[config.mk]
export PLATFORM = sky130hd
export DESIGN_NAME = skit_cell
export DESIGN_NICKNAME = d
export VERILOG_FILES = /design/src/rtl/core/skit_pkg.sv /design/src/rtl/core/skit_cell.sv
export SDC_FILE = /design/constraint.sdc
export NUM_CORES = 1
export LEC_CHECK = 0
export BUFFER_PORTS_ARGS = -buffer_cell sky130_fd_sc_hd__buf_2
export CORE_MARGIN = 1
export CORE_UTILIZATION = 44
export DETAILED_ROUTE_END_ITERATION = 16
export GPL_TIMING_DRIVEN = 0
export PLACE_DENSITY = 0.9
export REMOVE_ABC_BUFFERS = 1
export SETUP_SLACK_MARGIN = 0.15
export SYNTH_ARGS = -nofsm -noshare
export SYNTH_HDL_FRONTEND = slang
export SYNTH_SLANG_ARGS = --single-unit
[constraint.sdc]
create_clock -name clk -period 9 [get_ports clk]
set_clock_uncertainty 0.1 [all_clocks]
set_input_delay 1.8 -clock clk [delete_from_list [all_inputs] [get_ports clk]]
set_output_delay 1.8 -clock clk [all_outputs]
set_load 0.03 [all_outputs]
[src/rtl/core/skit_pkg.sv]
// ----------------------------------------------------------------------------
// skit_pkg
// shared types and codes for the sorted key index table
// ----------------------------------------------------------------------------
package skit_pkg;

    localparam int KEY_W  = 31;
    localparam int OFF_W  = 32;
    localparam int SIZE_W = 16;
    localparam int POS_W  = 8;
    localparam int FILL_W = 9;

    // operation codes
    localparam logic [1:0] FUNC_INSERT = 2'd0;
    localparam logic [1:0] FUNC_LOOKUP = 2'd1;
    localparam logic [1:0] FUNC_CLEAR  = 2'd2;

    // status codes
    localparam logic [1:0] ST_OK   = 2'd0;
    localparam logic [1:0] ST_MISS = 2'd1;
    localparam logic [1:0] ST_FULL = 2'd2;

    typedef struct packed {
        logic [1:0]        func;
        logic [KEY_W-1:0]  key;
        logic [OFF_W-1:0]  entry_offset;
        logic [SIZE_W-1:0] entry_size;
    } req_t;

    typedef struct packed {
        logic [1:0]        status;
        logic [POS_W-1:0]  position;
        logic [OFF_W-1:0]  found_offset;
        logic [SIZE_W-1:0] found_size;
        logic [FILL_W-1:0] fill_count;
    } rsp_t;

    typedef struct packed {
        logic [KEY_W-1:0]  key;
        logic [OFF_W-1:0]  offset;
        logic [SIZE_W-1:0] size;
    } entry_t;

    // compare flags a cell hands to its right neighbor
    typedef struct packed {
        logic le;
        logic eq;
    } cell_flags_t;

    // broadcast to every cell
    typedef struct packed {
        logic   write_en;
        entry_t new_entry;
    } cell_ctrl_t;

    typedef struct packed {
        logic              hit;
        logic [POS_W-1:0]  position;
        logic [OFF_W-1:0]  offset;
        logic [SIZE_W-1:0] size;
    } lookup_t;

endpackage

[src/rtl/core/skit_cell.sv]
// ----------------------------------------------------------------------------
// skit_cell
// one table slot: holds an entry, compares it with the broadcast key and
// takes the new entry or its left neighbor's entry on an insert
// ----------------------------------------------------------------------------
module skit_cell
    import skit_pkg::*;
(
    input  logic        clk,
    input  logic        occupied,
    input  cell_ctrl_t  ctrl,
    input  cell_flags_t left_flags,
    input  entry_t      left_entry,
    output cell_flags_t flags,
    output entry_t      entry,
    output logic        hit
);

    entry_t entry_reg;
    entry_t entry_next;

    always_comb
    begin
        flags.le = occupied && (entry_reg.key <= ctrl.new_entry.key);
        flags.eq = occupied && (entry_reg.key == ctrl.new_entry.key);
        // first match of the contiguous run of equal keys
        hit      = flags.eq && !left_flags.eq;
    end

    always_comb
    begin
        entry_next = entry_reg;
        if (ctrl.write_en)
        begin
            if (flags.le)
            begin
                entry_next = entry_reg;
            end
            else if (left_flags.le)
            begin
                entry_next = ctrl.new_entry;
            end
            else
            begin
                entry_next = left_entry;
            end
        end
    end

    always_ff @(posedge clk)
    begin
        entry_reg <= entry_next;
    end

    assign entry = entry_reg;

endmodule

==> flow_metrics.py <==
metrics = {
    "global_routing": {
        "gr-usage-met1_pct": 21.3,
        "antenna_found_initial": 0,
        "grt-busiest-layer": "met2",
        "grt_pass1_wl_um": 15600,
        "groute.layer.met2.usage_pct": 38.0,
        "met3_usage_pct": 6.39,
        "grt_pass1_vias": 3519,
        "grt_max_degree": 80,
        "overflow": 0,
        "track_usage_pct": 20.3,
    },
    "layout": {
        "largest_register_ffs": 79,
        "regArea_um2": 2370,
        "multi_input_area_um2": 1640,
        "areaGrowthSynthToFinish_pct": 38.9,
        "diodes": 0,
        "final_nets": 729,
        "nFillCells": 754,
        "fin_util_pct": 62.8,
        "final_layout_size_suffix_gt1_share_pct": 63.9,
        "final_cell_area_um2": 5770,
    },
    "floorplanning": {
        "die-height_um": 99.2,
        "start_util_pct": 45.2,
        "die_w_um": 99.2,
        "core_area_um2": 9200,
        "row_count": 35,
        "die_area_um2": 9840,
        "num_io_pins": 245,
    },
    "critical_path": {
        "critical_path_class": "input port to output pin",
        "critPathMaxStageDelay_ns": 0.54,
        "worstPathArrival_ns": 3.81,
        "path_buf_inv": 3,
        "crit_top_cell": "buf_2",
        "start_kind": "input port",
        "cp_max_fo": 3,
        "slowest_stage": "or4_4",
        "cp-end-kind": "output pin",
        "critPathRequiredTime_ns": 7.10,
        "path_delay_family": "simple AND/OR/NAND/NOR gates",
        "crit_chain": "buf_2 -> inv_1 -> ha_1 -> nand3_1 -> or4_4 -> nor4_2 -> o41ai_1 -> and2_1 -> buf_2",
    },
    "placement": {
        "dp_hpwl_um": 7960,
        "place_congestion": 0.795,
        "placed_area_um2": 5530,
        "io_buffers": 244,
    },
    "drt": {
        "vias": 3261,
        "drtPass1Iterations": 6,
        "antenna_left": 0,
        "drc": 0,
        "vias_per_cell": 5.01,
        "wirelength_um": 10100,
        "drt-initial-drc-count": 78,
        "wl_per_cell_um": 15.5,
    },
    "synthesis": {
        "syn_avg_cell_area_um2": 14.5,
        "synth.area.mux_share_pct": 21.4,
        "synth_top_family_by_area": "multiplexers",
        "synth_common_cells": "edfxtp_1 (79), mux2_2 (79), inv_1 (32)",
        "synth_cell_types": 29,
        "ys_seq_area_share_pct": 57.1,
        "synth-simple-area-share_pct": 4.46,
        "synth_area_leaders": "edfxtp_1 (57%), mux2_2 (21%), ha_1 (9.3%)",
        "yosysWarnings": 0,
        "synth-seq-cells": 79,
        "syn_inst": 287,
        "synth_fa_ha_area_share_pct": 9.33,
        "synth_largest_area_cell": "edfxtp_1",
        "synth_top_area_share_pct": 57.1,
        "async_reset_ff_share_pct": 0,
        "synth_xor_area_share_pct": 0,
        "syn_area_um2": 4160,
        "dominantRegCellSynth": "edfxtp_1",
        "synth_compound_area_share_pct": 3.97,
        "synth_edf_count": 79,
    },
    "timing": {
        "max_freq_mhz": 175,
        "hold_violations": 0,
        "worstMarginPinSlew_ns": 0.990,
        "slew_viol_final": 0,
        "finalSetupViolations": 0,
        "fin_crit_ns": 5.71,
        "rsz0062_at_grt": "false",
        "fin_tns_setup_ns": 0,
        "period_share_pct": 63.5,
        "maxSlewHeadroom_pct": 34.0,
    },
    "cts": {
        "postCtsSetupBuffers": 0,
        "ctsHoldBuffers": 0,
        "cts_buffer_depth": 2,
        "post_cts_resized": 0,
        "cts_buffers": 9,
        "cts_root_buf": "clkbuf_8",
        "tritoncts": "built",
        "cts.htree.levels": 3,
        "clk_pin_slew_worst_paths_ns": 0.09,
        "cts_num_sinks": 79,
        "clock_latency_ns": 0.34,
    },
    "power": {
        "finalPower_mw": 1.01,
        "power_density_nw_per_um2": 175,
        "max-vdd-ir-drop_mv": 0.120,
        "sw_frac_of_total_pct": 28.0,
        "power_frac_clock_pct": 31.4,
        "power.switching_uw": 282,
        "power_frac_seq_pct": 45.4,
        "p_comb_share_pct": 23.2,
        "p_int_uw": 726,
        "power.leakage_nw": 2.69,
    },
    "flow_run": {
        "drv_cap": 0,
    },
    "status": {
        "status": "finished, final reports clean",
    },
    "hold_path": {
        "hold_class": "flop to flop",
    },
}
-- metrics by stage --
stage / hold WS (ns) / setup slack (ns) / std cells
after floorplan: 1.92 / 1.51 / 278
after global placement: 2.00 / -0.237 / 633
after detailed placement: 1.19 / 3.27 / 635
after CTS: 1.20 / 3.26 / 651
after global routing: 1.27 / 3.15 / 651
final: 1.17 / 3.29 / 651
-- logic make-up after synthesis --
kind of cell	Yosys count
multiplexers	79
flip-flops	79
buffers and inverters	41
adder cells (fa/ha/maj)	31
AND/OR/NAND/NOR	31
AO/OA/AOI/OAI	26
-- layer usage --
| metal | up-vias | wire length [um] |
|---|---|---|
| li1 | 1580 | - |
| met1 | 1511 | 3750 |
| met2 | 146 | 5400 |
| met3 | 24 | 706 |
| met4 | 0 | 231 |
| met5 | - | 0 |
-- cell type report --
type                    count  share of cell area [%]
clock buffers              11                    2.28
well taps                 111                    2.41
repair buffers            246                    21.9
multi-input cells         167                    28.4
clock inverters             5                    1.84
flip-flops and latches     79                    41.1
inverters                  32                    2.08
-- worst paths after layout --
check	startpoint	to	slack, ns	cells past startpoint
setup / recovery	ctrl[78]	flags[1]	3.29	9
hold / removal	entry[63]	entry[55]	1.17	5
setup reg to reg	entry[75]	entry[0]	5.65	7
hold reg to reg	entry[63]	entry[55]	1.17	5
-- tightest hold or removal path: stages, from the launching register on --
cell,delay (ns)
edfxtp_1,0.35
ha_1,0.22
nand2_1,0.08
nor4_2,0.05
o41ai_1,0.13
a21boi_4,0.23
-- power groups by stage --
| stage | combinational (mW) | clock, mW | sequential (mW) |
|---|---|---|---|
| floorplan | 0.0756 | 0 | 0.534 |
| global placement | 0.221 | 0 | 0.472 |
| detailed placement | 0.235 | 0 | 0.467 |
| CTS | 0.236 | 0.324 | 0.458 |
| global route | 0.251 | 0.339 | 0.461 |
| finish | 0.233 | 0.316 | 0.458 |
-- layout by cell type (no fill, tap or decap), types with 2 or more instances in the layout --
cell / n
clkbuf_8: 9
mux2_2: 79
edfxtp_1: 79
nor2_1: 3
ha_1: 31
a21oi_1: 11
buf_2: 243
o21ai_0: 2
o21a_1: 2
clkbuf_1: 2
inv_1: 32
a21o_1: 5
o211ai_1: 2
bufinv_16: 3
buf_12: 2
nand3b_1: 2
nand2_1: 4
nand3_1: 7
nand4_1: 6
(Power assumes the default switching activity.)
